===== src/design/att_pkg.sv =====
package att_pkg;

   // field widths
   localparam int TIME_W        = 48;
   localparam int ID_W          = 16;
   localparam int INT_W         = 32;
   localparam int OP_W          = 3;
   localparam int KIND_W        = 3;
   localparam int NUM_SLOTS_DEF = 16;
   localparam int MAX_RESULTS   = 16;
   localparam int RW            = $clog2(MAX_RESULTS);

   localparam logic [TIME_W-1:0] HALF_KEY = {1'b1, {(TIME_W-1){1'b0}}};

   // opcodes
   localparam logic [OP_W-1:0] OP_TICK    = 3'd0;
   localparam logic [OP_W-1:0] OP_REG     = 3'd1;
   localparam logic [OP_W-1:0] OP_UNREG   = 3'd2;
   localparam logic [OP_W-1:0] OP_RESET   = 3'd3;
   localparam logic [OP_W-1:0] OP_QUERY   = 3'd4;
   localparam logic [OP_W-1:0] OP_CLEAR   = 3'd5;

   // result kinds
   localparam logic [KIND_W-1:0] KIND_FIRED = 3'd0;
   localparam logic [KIND_W-1:0] KIND_REG   = 3'd1;
   localparam logic [KIND_W-1:0] KIND_UNREG = 3'd2;
   localparam logic [KIND_W-1:0] KIND_RESET = 3'd3;
   localparam logic [KIND_W-1:0] KIND_NEXT  = 3'd4;

   // what a pass over the slot memory looks for
   typedef enum logic [1:0] {
      SK_DUE   = 2'd0,
      SK_ALLOC = 2'd1,
      SK_FIND  = 2'd2,
      SK_NEXT  = 2'd3
   } scan_kind_type;

   typedef struct packed {
      logic [ID_W-1:0]   id;
      logic [INT_W-1:0]  interval;
      logic              rep;
      logic [TIME_W-1:0] due;
   } entry_type;

   typedef struct packed {
      logic              clr;
      logic              vld;
      scan_kind_type     kind;
      logic [TIME_W-1:0] now;
      logic [ID_W-1:0]   aid;
      logic [ID_W-1:0]   id_base;
   } scan_ctl_type;

   typedef struct packed {
      logic              found;
      entry_type         ent;
      logic [TIME_W-1:0] key;
   } best_type;

endpackage


===== src/design/alarm_timer_table_top.sv =====
// Alarm timer table: NUM_SLOTS alarm slots held in one synchronous memory, plus a 48-bit tick
// clock and an id counter. One item is taken at a time; req_tready is high only while idle.
// Every lookup is a pass over the slot memory through its single read port. Register,
// unregister and reset take two passes and one result beat, but a register with every slot
// full takes one pass; query and clear take one pass. A tick takes one pass per fired alarm
// plus one more that finds nothing due (left out once sixteen have fired), then a final pass
// for the earliest alarm, and gives one beat per fired alarm. A tick with nothing due gives
// no beat. Every beat carries the earliest pending alarm after the operation; rsp_tlast marks
// the final beat of an item. Opcodes six and seven are taken and dropped without a beat.
module alarm_timer_table_top import att_pkg::*; #(
   parameter int NUM_SLOTS = NUM_SLOTS_DEF
) (
   input  logic        clock,
   input  logic        reset,
   input  logic        req_tvalid,
   output logic        req_tready,
   input  logic [55:0] req_tdata,  // interval_ticks[31:0], repeat_req[32], alarm_id[48:33]
   input  logic [2:0]  req_tuser,  // opcode[2:0]
   output logic        rsp_tvalid,
   input  logic        rsp_tready,
   output logic [87:0] rsp_tdata,  // result_id[15:0], status[16], next_id[32:17],
                                   // next_due[80:33]
   output logic [2:0]  rsp_tuser,  // kind[2:0]
   output logic        rsp_tlast
);

   localparam int IW = (NUM_SLOTS > 1) ? $clog2(NUM_SLOTS) : 1;
   localparam int CW = $clog2(NUM_SLOTS + 1);
   localparam int UW = NUM_SLOTS + 2;
   localparam int OW = $clog2(UW);

   typedef enum logic [3:0] {
      S_IDLE  = 4'b0001,
      S_SCAN  = 4'b0010,
      S_APPLY = 4'b0100,
      S_EMIT  = 4'b1000
   } state_type;

   state_type         state_ff, state_in;
   logic [OP_W-1:0]   op_ff, op_in;
   logic [INT_W-1:0]  int_ff, int_in;
   logic              rep_ff, rep_in;
   logic [ID_W-1:0]   aid_ff, aid_in;
   logic [TIME_W-1:0] time_ff, time_in;
   logic [ID_W-1:0]   idctr_ff, idctr_in;
   logic [NUM_SLOTS-1:0] valid_ff, valid_in;
   scan_kind_type     skind_ff, skind_in;
   logic [CW-1:0]     rd_cnt_ff, rd_cnt_in;
   logic              proc_vld_ff, proc_vld_in;
   logic [IW-1:0]     proc_idx_ff;
   logic [RW:0]       fire_cnt_ff, fire_cnt_in;
   logic [RW-1:0]     emit_idx_ff, emit_idx_in;
   logic [ID_W-1:0]   fire_buf [MAX_RESULTS];
   logic [ID_W-1:0]   res_id_ff, res_id_in;
   logic              res_st_ff, res_st_in;
   logic [KIND_W-1:0] res_kind_ff, res_kind_in;
   logic [ID_W-1:0]   nid_ff, nid_in;
   logic [TIME_W-1:0] ndue_ff, ndue_in;
   logic [IW-1:0]     free_idx_ff, free_idx_in;

   // slot memory
   entry_type         mem [NUM_SLOTS];
   entry_type         rd_data_ff;
   logic [IW-1:0]     rd_addr;
   logic              mem_we;
   logic [IW-1:0]     mem_waddr;
   entry_type         mem_wdata;

   logic              buf_we;
   logic              start_scan;
   scan_kind_type     start_kind;
   scan_ctl_type      sctl;
   best_type          best;
   logic [IW-1:0]     best_idx;
   logic [UW-1:0]     used;
   logic [OW-1:0]     free_off;
   logic [IW-1:0]     free_slot;
   logic              all_full;
   logic              accept, rsp_fire, beat_last, scan_done;
   logic [ID_W-1:0]   rid;

   assign accept   = req_tvalid && req_tready;
   assign rsp_fire = rsp_tvalid && rsp_tready;
   assign rd_addr  = rd_cnt_ff[IW-1:0];
   assign scan_done = proc_vld_ff && (proc_idx_ff == IW'(NUM_SLOTS - 1));

   always_ff @(posedge clock) begin
      if (mem_we) mem[mem_waddr] <= mem_wdata;
      rd_data_ff <= mem[rd_addr];
   end

   always_ff @(posedge clock) begin
      if (buf_we) fire_buf[fire_cnt_ff[RW-1:0]] <= best.ent.id;
   end

   // lowest free slot and lowest unused id offset
   always_comb begin
      free_slot = '0;
      all_full  = 1'b1;
      for (int i = NUM_SLOTS - 1; i >= 0; i--) begin
         if (!valid_ff[i]) begin
            free_slot = IW'(i);
            all_full  = 1'b0;
         end
      end
      free_off = '0;
      for (int k = UW - 1; k >= 0; k--) begin
         if (!used[k]) free_off = OW'(k);
      end
   end

   assign sctl.clr     = start_scan;
   assign sctl.vld     = proc_vld_ff;
   assign sctl.kind    = skind_ff;
   assign sctl.now     = time_ff;
   assign sctl.aid     = aid_ff;
   assign sctl.id_base = idctr_ff;

   att_scan #(.NUM_SLOTS(NUM_SLOTS)) u_scan (
      .clock    (clock),
      .reset    (reset),
      .ctl      (sctl),
      .idx      (proc_idx_ff),
      .slot_vld (valid_ff[proc_idx_ff]),
      .entry    (rd_data_ff),
      .best     (best),
      .best_idx (best_idx),
      .used     (used)
   );

   // sequencer
   always_comb begin
      state_in    = state_ff;
      op_in       = op_ff;
      int_in      = int_ff;
      rep_in      = rep_ff;
      aid_in      = aid_ff;
      time_in     = time_ff;
      idctr_in    = idctr_ff;
      valid_in    = valid_ff;
      skind_in    = skind_ff;
      rd_cnt_in   = rd_cnt_ff;
      fire_cnt_in = fire_cnt_ff;
      emit_idx_in = emit_idx_ff;
      res_id_in   = res_id_ff;
      res_st_in   = res_st_ff;
      res_kind_in = res_kind_ff;
      nid_in      = nid_ff;
      ndue_in     = ndue_ff;
      free_idx_in = free_idx_ff;
      mem_we      = 1'b0;
      mem_waddr   = best_idx;
      mem_wdata   = best.ent;
      buf_we      = 1'b0;
      start_scan  = 1'b0;
      start_kind  = SK_NEXT;
      proc_vld_in = 1'b0;

      unique case (state_ff)
         S_IDLE: begin
            if (accept) begin
               op_in       = req_tuser;
               int_in      = (req_tdata[31:0] == '0) ? INT_W'(1) : req_tdata[31:0];
               rep_in      = req_tdata[32];
               aid_in      = req_tdata[48:33];
               res_st_in   = 1'b0;
               res_id_in   = req_tdata[48:33];
               fire_cnt_in = (RW+1)'(1);
               free_idx_in = free_slot;
               unique case (req_tuser)
                  OP_TICK: begin
                     time_in     = time_ff + TIME_W'(1);
                     fire_cnt_in = '0;
                     res_kind_in = KIND_FIRED;
                     start_scan  = 1'b1;
                     start_kind  = SK_DUE;
                  end
                  OP_REG: begin
                     res_kind_in = KIND_REG;
                     start_scan  = 1'b1;
                     if (all_full) begin
                        res_id_in  = '0;
                        res_st_in  = 1'b1;
                        start_kind = SK_NEXT;
                     end else begin
                        start_kind = SK_ALLOC;
                     end
                  end
                  OP_UNREG: begin
                     res_kind_in = KIND_UNREG;
                     start_scan  = 1'b1;
                     start_kind  = SK_FIND;
                  end
                  OP_RESET: begin
                     res_kind_in = KIND_RESET;
                     start_scan  = 1'b1;
                     start_kind  = SK_FIND;
                  end
                  OP_QUERY: begin
                     res_kind_in = KIND_NEXT;
                     start_scan  = 1'b1;
                     start_kind  = SK_NEXT;
                  end
                  OP_CLEAR: begin
                     res_kind_in = KIND_UNREG;
                     res_id_in   = '0;
                     valid_in    = '0;
                     start_scan  = 1'b1;
                     start_kind  = SK_NEXT;
                  end
                  default: ;
               endcase
            end
         end
         S_SCAN: begin
            if (rd_cnt_ff < CW'(NUM_SLOTS)) begin
               proc_vld_in = 1'b1;
               rd_cnt_in   = rd_cnt_ff + CW'(1);
            end
            if (scan_done) state_in = S_APPLY;
         end
         S_APPLY: begin
            unique case (skind_ff)
               SK_DUE: begin
                  start_scan = 1'b1;
                  start_kind = SK_NEXT;
                  if (best.found) begin
                     buf_we      = 1'b1;
                     fire_cnt_in = fire_cnt_ff + (RW+1)'(1);
                     if (best.ent.rep) begin
                        mem_we        = 1'b1;
                        mem_wdata.due = time_ff + TIME_W'(best.ent.interval);
                     end else begin
                        valid_in[best_idx] = 1'b0;
                     end
                     if (fire_cnt_in < (RW+1)'(MAX_RESULTS)) start_kind = SK_DUE;
                  end
               end
               SK_ALLOC: begin
                  res_id_in          = idctr_ff + ID_W'(free_off);
                  idctr_in           = res_id_in + ID_W'(1);
                  mem_we             = 1'b1;
                  mem_waddr          = free_idx_ff;
                  mem_wdata.id       = res_id_in;
                  mem_wdata.interval = int_ff;
                  mem_wdata.rep      = rep_ff;
                  mem_wdata.due      = time_ff + TIME_W'(int_ff);
                  valid_in[free_idx_ff] = 1'b1;
                  start_scan         = 1'b1;
                  start_kind         = SK_NEXT;
               end
               SK_FIND: begin
                  res_st_in  = !best.found;
                  start_scan = 1'b1;
                  start_kind = SK_NEXT;
                  if (best.found) begin
                     if (op_ff == OP_UNREG) begin
                        valid_in[best_idx] = 1'b0;
                     end else begin
                        mem_we        = 1'b1;
                        mem_wdata.due = time_ff + TIME_W'(best.ent.interval);
                     end
                  end
               end
               SK_NEXT: begin
                  nid_in  = best.found ? best.ent.id : '0;
                  ndue_in = (best.found && best.key > HALF_KEY) ? best.ent.due : time_ff;
                  if (op_ff == OP_QUERY) res_id_in = nid_in;
                  emit_idx_in = '0;
                  state_in = (fire_cnt_ff == '0) ? S_IDLE : S_EMIT;
               end
               default: ;
            endcase
         end
         S_EMIT: begin
            if (rsp_fire) begin
               emit_idx_in = emit_idx_ff + RW'(1);
               if (beat_last) state_in = S_IDLE;
            end
         end
         default: state_in = S_IDLE;
      endcase

      if (start_scan) begin
         state_in  = S_SCAN;
         skind_in  = start_kind;
         rd_cnt_in = '0;
      end
   end

   always_ff @(posedge clock) begin
      if (reset) begin
         state_ff    <= S_IDLE;
         time_ff     <= '0;
         idctr_ff    <= ID_W'(1);
         valid_ff    <= '0;
         proc_vld_ff <= 1'b0;
         fire_cnt_ff <= '0;
         emit_idx_ff <= '0;
         skind_ff    <= SK_NEXT;
         rd_cnt_ff   <= '0;
         op_ff       <= OP_QUERY;
      end else begin
         state_ff    <= state_in;
         time_ff     <= time_in;
         idctr_ff    <= idctr_in;
         valid_ff    <= valid_in;
         proc_vld_ff <= proc_vld_in;
         fire_cnt_ff <= fire_cnt_in;
         emit_idx_ff <= emit_idx_in;
         skind_ff    <= skind_in;
         rd_cnt_ff   <= rd_cnt_in;
         op_ff       <= op_in;
      end
   end

   always_ff @(posedge clock) begin
      proc_idx_ff <= rd_addr;
      int_ff      <= int_in;
      rep_ff      <= rep_in;
      aid_ff      <= aid_in;
      res_id_ff   <= res_id_in;
      res_st_ff   <= res_st_in;
      res_kind_ff <= res_kind_in;
      nid_ff      <= nid_in;
      ndue_ff     <= ndue_in;
      free_idx_ff <= free_idx_in;
   end

   // result beats
   assign rid        = (op_ff == OP_TICK) ? fire_buf[emit_idx_ff] : res_id_ff;
   assign beat_last  = ({1'b0, emit_idx_ff} == fire_cnt_ff - (RW+1)'(1));
   assign req_tready = (state_ff == S_IDLE);
   assign rsp_tvalid = (state_ff == S_EMIT);
   assign rsp_tuser  = res_kind_ff;
   assign rsp_tlast  = beat_last;
   assign rsp_tdata  = {7'd0, ndue_ff, nid_ff, res_st_ff, rid};

   // checks
   a_fire_cnt: assert property (@(posedge clock) disable iff (reset)
      fire_cnt_ff <= (RW+1)'(MAX_RESULTS))
      else $error("fire count beyond limit");

   a_emit_nonempty: assert property (@(posedge clock) disable iff (reset)
      rsp_tvalid |-> fire_cnt_ff != '0)
      else $error("beat with no pending result");

   // unused opcodes are dropped and leave the block idle
   a_one_item: assert property (@(posedge clock) disable iff (reset)
      (accept && (req_tuser <= OP_CLEAR)) |=> !req_tready)
      else $error("item taken while busy");

   a_last_idle: assert property (@(posedge clock) disable iff (reset)
      (rsp_fire && rsp_tlast) |=> req_tready)
      else $error("not idle after final beat");

endmodule


===== src/design/att_scan.sv =====
module att_scan import att_pkg::*; #(
   parameter int NUM_SLOTS = NUM_SLOTS_DEF,
   localparam int IW = (NUM_SLOTS > 1) ? $clog2(NUM_SLOTS) : 1,
   localparam int UW = NUM_SLOTS + 2,
   localparam int OW = $clog2(UW)
) (
   input  logic           clock,
   input  logic           reset,
   input  scan_ctl_type   ctl,
   input  logic [IW-1:0]  idx,
   input  logic           slot_vld,
   input  entry_type      entry,
   output best_type       best,
   output logic [IW-1:0]  best_idx,
   output logic [UW-1:0]  used
);

   logic              found_ff, found_in;
   entry_type         ent_ff;
   logic [TIME_W-1:0] key_ff;
   logic [IW-1:0]     idx_ff;
   logic [UW-1:0]     used_ff, used_in;
   logic [TIME_W-1:0] key;
   logic [ID_W-1:0]   d_off, z_off;
   logic              take;

   // order key: signed distance from now, offset by half range
   always_comb begin
      key   = (entry.due - ctl.now) ^ HALF_KEY;
      d_off = entry.id - ctl.id_base;
      z_off = ID_W'(0) - ctl.id_base;
      take  = 1'b0;
      unique case (ctl.kind)
         SK_DUE:   take = slot_vld && (key <= HALF_KEY) && (!found_ff || key < key_ff);
         SK_NEXT:  take = slot_vld && (!found_ff || key < key_ff);
         SK_FIND:  take = slot_vld && (entry.id == ctl.aid) && !found_ff;
         SK_ALLOC: take = 1'b0;
         default:  take = 1'b0;
      endcase
   end

   // id offsets already taken, zero counts as taken
   always_comb begin
      used_in  = used_ff;
      found_in = found_ff;
      if (ctl.clr) begin
         used_in  = '0;
         found_in = 1'b0;
         if (z_off < ID_W'(UW)) used_in[z_off[OW-1:0]] = 1'b1;
      end else if (ctl.vld) begin
         if (take) found_in = 1'b1;
         if (ctl.kind == SK_ALLOC && slot_vld && d_off < ID_W'(UW))
            used_in[d_off[OW-1:0]] = 1'b1;
      end
   end

   always_ff @(posedge clock) begin
      if (reset) begin
         found_ff <= 1'b0;
      end else begin
         found_ff <= found_in;
      end
   end

   always_ff @(posedge clock) begin
      used_ff <= used_in;
      if (!ctl.clr && ctl.vld && take) begin
         ent_ff <= entry;
         key_ff <= key;
         idx_ff <= idx;
      end
   end

   assign best.found = found_ff;
   assign best.ent   = ent_ff;
   assign best.key   = key_ff;
   assign best_idx   = idx_ff;
   assign used       = used_ff;

endmodule

===== config.mk =====
export PLATFORM = sky130hd
export DESIGN_NAME = alarm_timer_table_top
export DESIGN_NICKNAME = d
export VERILOG_FILES = /design/src/design/att_pkg.sv /design/src/design/alarm_timer_table_top.sv /design/src/design/att_scan.sv
export SDC_FILE = /design/constraint.sdc
export NUM_CORES = 2
export LEC_CHECK = 0
export BUFFER_PORTS_ARGS = -buffer_cell sky130_fd_sc_hd__buf_2
export CORE_ASPECT_RATIO = 1.1
export CORE_MARGIN = 2
export CORE_UTILIZATION = 35
export CTS_CLUSTER_SIZE = 40
export DETAILED_ROUTE_END_ITERATION = 10
export GPL_ROUTABILITY_DRIVEN = 0
export PLACE_DENSITY = 0.59
export SYNTH_ARGS = -nofsm -noshare
export SYNTH_HDL_FRONTEND = slang
export SYNTH_SLANG_ARGS = --single-unit

===== constraint.sdc =====
create_clock -name clock -period 11.3 [get_ports clock]
set_input_delay 1.695 -clock clock [delete_from_list [all_inputs] [get_ports clock]]
set_output_delay 1.695 -clock clock [all_outputs]
set_load 0.01 [all_outputs]

==> results.md <==
- Die ar.: 283400 um2
- Final clock skew: approximately 110 ps
- Post-Layout Inst Area: between 100000 and 150000 um2
- Slowest stage delay, CP: roughly 760 ps
- Syn Inst Count: 5698
- Vias in the first global route: between 50000 and 60000
- Detailed Route Iter0 Violations: 5859
- Critical path's slowest cell: nand2_4
- Worst slew pin tran: 1329 ps
- Routed vias/inst: 5.550
- Pin count of the biggest net entering global routing: around 130
- Core Region: around 280000 um2
- RSZ-0062 raised after global routing: false
- F_max: 0.1200 GHz
- Clock Tree Root: clkbuf_16
- Post-synth EDFFs: between 2000 and 2500
- Worst-Skew Late Latency: ~900 ps
- GRT overflow: 0
- Share of post-route cells with drive strength above 1: 0.2189
- Max H-tree Level: 4
- CP required: about 12000 ps
- CTS tree: yes
- Setup crit end kind: register
- Crit path kind: reg -> reg
- Starting Density: 0.3516
- Synth area leaders: edfxtp_1 65%, mux4_2 13%, dfxtp_1 4.3%
- Power, Total: 17.22 mW
- Num rows: between 200 and 250
- Post-CTS Setup Bufs: 0
- Commonest non-fill, non-tap cells in the layout: 2112 x edfxtp_1, 570 x mux4_2, 342 x nand2_1
- Remaining DRCs: 0
- R2R cell count: 21
- Relative slew slack: 0.1137
- Pleak: ~30 nW
- Share of the synthesized area in the top cell type: 0.6491
- Worst vdd ir: slightly below 0.2 mV
- Nets@finish: slightly above 6000
- Leading area contributor after synthesis: edfxtp_1
- Worst path bufs/invs: 3
- Hold path depth: 0
- CP max FO: 102
- Clock buffer depth: 3
- Status: complete, no violations
- Pwr dens: between 150 and 200 nW/um2
- Global-route wire length before repair: 374.7 mm
- Crit path DAT: about 8800 ps
- Die width: 507.8 um
- Most common cell after layout, fill and taps aside: edfxtp_1
- Hpwl dp: around 150 mm
- Synthesis warning total: 0
- Final Slew Violations: 0
- Reg clk slew, reported paths: about 60 ps
- Average cell area after synthesis: 17.15 um2
- Final antenna-violating net count: 0
- Top Family by Delay on Critical Path: compound AO/OA/AOI/OAI gates
- Cell Area, Placed: roughly 100000 um2
- Boundary pin count: approximately 160
- Asr flop ratio synth: 0
- Hold Startpoint: rd_data_ff[80]
- Fin crit period: 8335 ps
- Distinct cells, synth: 91
- Area Overhead vs Synth: 13.73%
- Per-cell routed wire length: around 26 um
- Reg2reg setup slack: roughly 3000 ps
- Synth Register Bits: 2322
- Reg2Reg Capture Point: u_scan.best[66]
- Router iterations before antenna repair: 6
- Hold Crit Endpoint: u_scan.best[128]
- Post_cts resized: 0
- Max Cap Viol: 0
- GRT Total Usage: 0.1799
- Crit path cell chain: inv_1 -> ha_1 -> a2111oi_0 -> inv_1 -> o2111ai_1 -> a31oi_2 -> a2111o_1 -> a311oi_1 -> nor2_1 -> ha_1 -> a21oi_1 -> nor2_1 -> o221ai_1 -> a31oi_1 -> nor4b_1 -> o31a_1 -> o2111ai_1 -> nor4_1 -> nand4_1 -> nand2_4 -> buf_12
- CP Launch Type: register
- Final worst path period share: 0.7376
- Final WL: about 260 mm
- Final Hold Viols: 0
- Reg2reg start: time_ff[6]
- Sink Count: around 2300
- Antenna violations before repair: 12
- CTS buffer count: between 200 and 250
- Setup TNS: 0 ps
- Ys flop type: edfxtp_1
- HP Class: reg -> reg
- Die height: 558.1 um
- Buffers on Ports: between 100 and 150
- Post-synthesis sequential area ratio: 0.6921
- Count of final setup violators: 0
- Fillers: around 25000
- Hold Buf Count CTS: 0
- Via count: around 55000
- Area of the mapped netlist: around 100000 um2
==> worst max path at each step <==
| stage | end | start | cells past startpoint | slack (ps) |
|---|---|---|---|---|
| 6_report | u_scan.best[66] | time_ff[6] | 21 | 2970 |
| 5_1_grt | u_scan.best[66] | time_ff[6] | 21 | 2600 |
| 4_1_cts | u_scan.best[67] | time_ff[6] | 21 | 3040 |
| 3_5_place_dp | u_scan.best[59] | time_ff[6] | 21 | 3140 |
| 3_3_place_gp | u_scan.best[68] | time_ff[6] | 21 | 3100 |
| 2_1_floorplan | u_scan.best[100] | time_ff[1] | 20 | 2980 |
==> report_power, final <==
group	switching, mW	total (mW)	internal (mW)	leakage, nW
Clock	3.32	7.70	4.38	3.71
Sequential	0.0356	9.30	9.26	16.3
Combinational	0.143	0.219	0.0760	9.70
==> kinds of logic after synthesis <==
family / count (synthesis) / share of synthesized area
AOI/OAI and AO/OA: 840 / 0.05548
xor gates and xnor gates: 193 / 0.01730
adders and majority gates: 200 / 0.02600
buffers and inverters: 452 / 0.01771
DFF: 2322 / 0.6921
muxes: 643 / 0.1397
other: 1 / 0.00003838
and+or+nand+nor: 1047 / 0.05162
==> registers in the layout, indices dropped and copies added (netlist names), 5 cells and up, named ones only <==
signal and count:
mem 1552, fire_buf 256, rd_data_ff 97, u_scan.best 97, ndue_ff 48, time_ff 48
u_scan.key_ff 48, int_ff 32, u_scan.used 18, aid_ff 16, idctr_ff 16, nid_ff 16
res_id_ff 16, valid_ff 16, fire_cnt_ff 5, rd_cnt_ff 5
==> cells in the mapped netlist, types with 66 or more instances <==
cell type  number
edfxtp_1     2112
mux4_2        570
nand2_1       344
nor2_1        259
clkbuf_1      246
o21ai_0       233
dfxtp_1       210
ha_1          195
a21oi_1       191
inv_1         164
xnor2_1       137
nor3_1         78
a21o_1         69
mux2_2         66
==> metal layers <==
layer	vias up	global-route usage	share of wire
met4	0	0.04561	0.023
met3	333	0.02551	0.068
li1	23280	-	-
met2	2140	0.2886	0.47
met1	28770	0.2576	0.44
met5	-	0	0
==> per-stage QoR <==
step	worst slack (ps)	cells	hold slack (ps)	utilization
2_1_floorplan	2980	5704	329.0	-
3_3_place_gp	3099	9388	387.5	0.3722
3_5_place_dp	3135	9388	389.7	0.3722
4_1_cts	3039	9821	385.3	0.3999
5_1_grt	2599	9823	409.5	0.3999
6_report	2965	9824	393.5	0.3999
==> area by class of cell <==
type / instances / area, um2 / area share
sequential: 2322 / 67650 / 0.6088
multi-input combinational: 2930 / 28610 / 0.2575
clock buffer: 312 / 6220 / 0.05598
tap: 3690 / 4617 / 0.04155
timing repair buffer: 279 / 1929 / 0.01736
clock inverter: 121 / 1454 / 0.01308
inverter: 167 / 626.9 / 0.005641
antenna: 3 / 7.507 / 0.00006756
(Power assumes the default switching activity.)
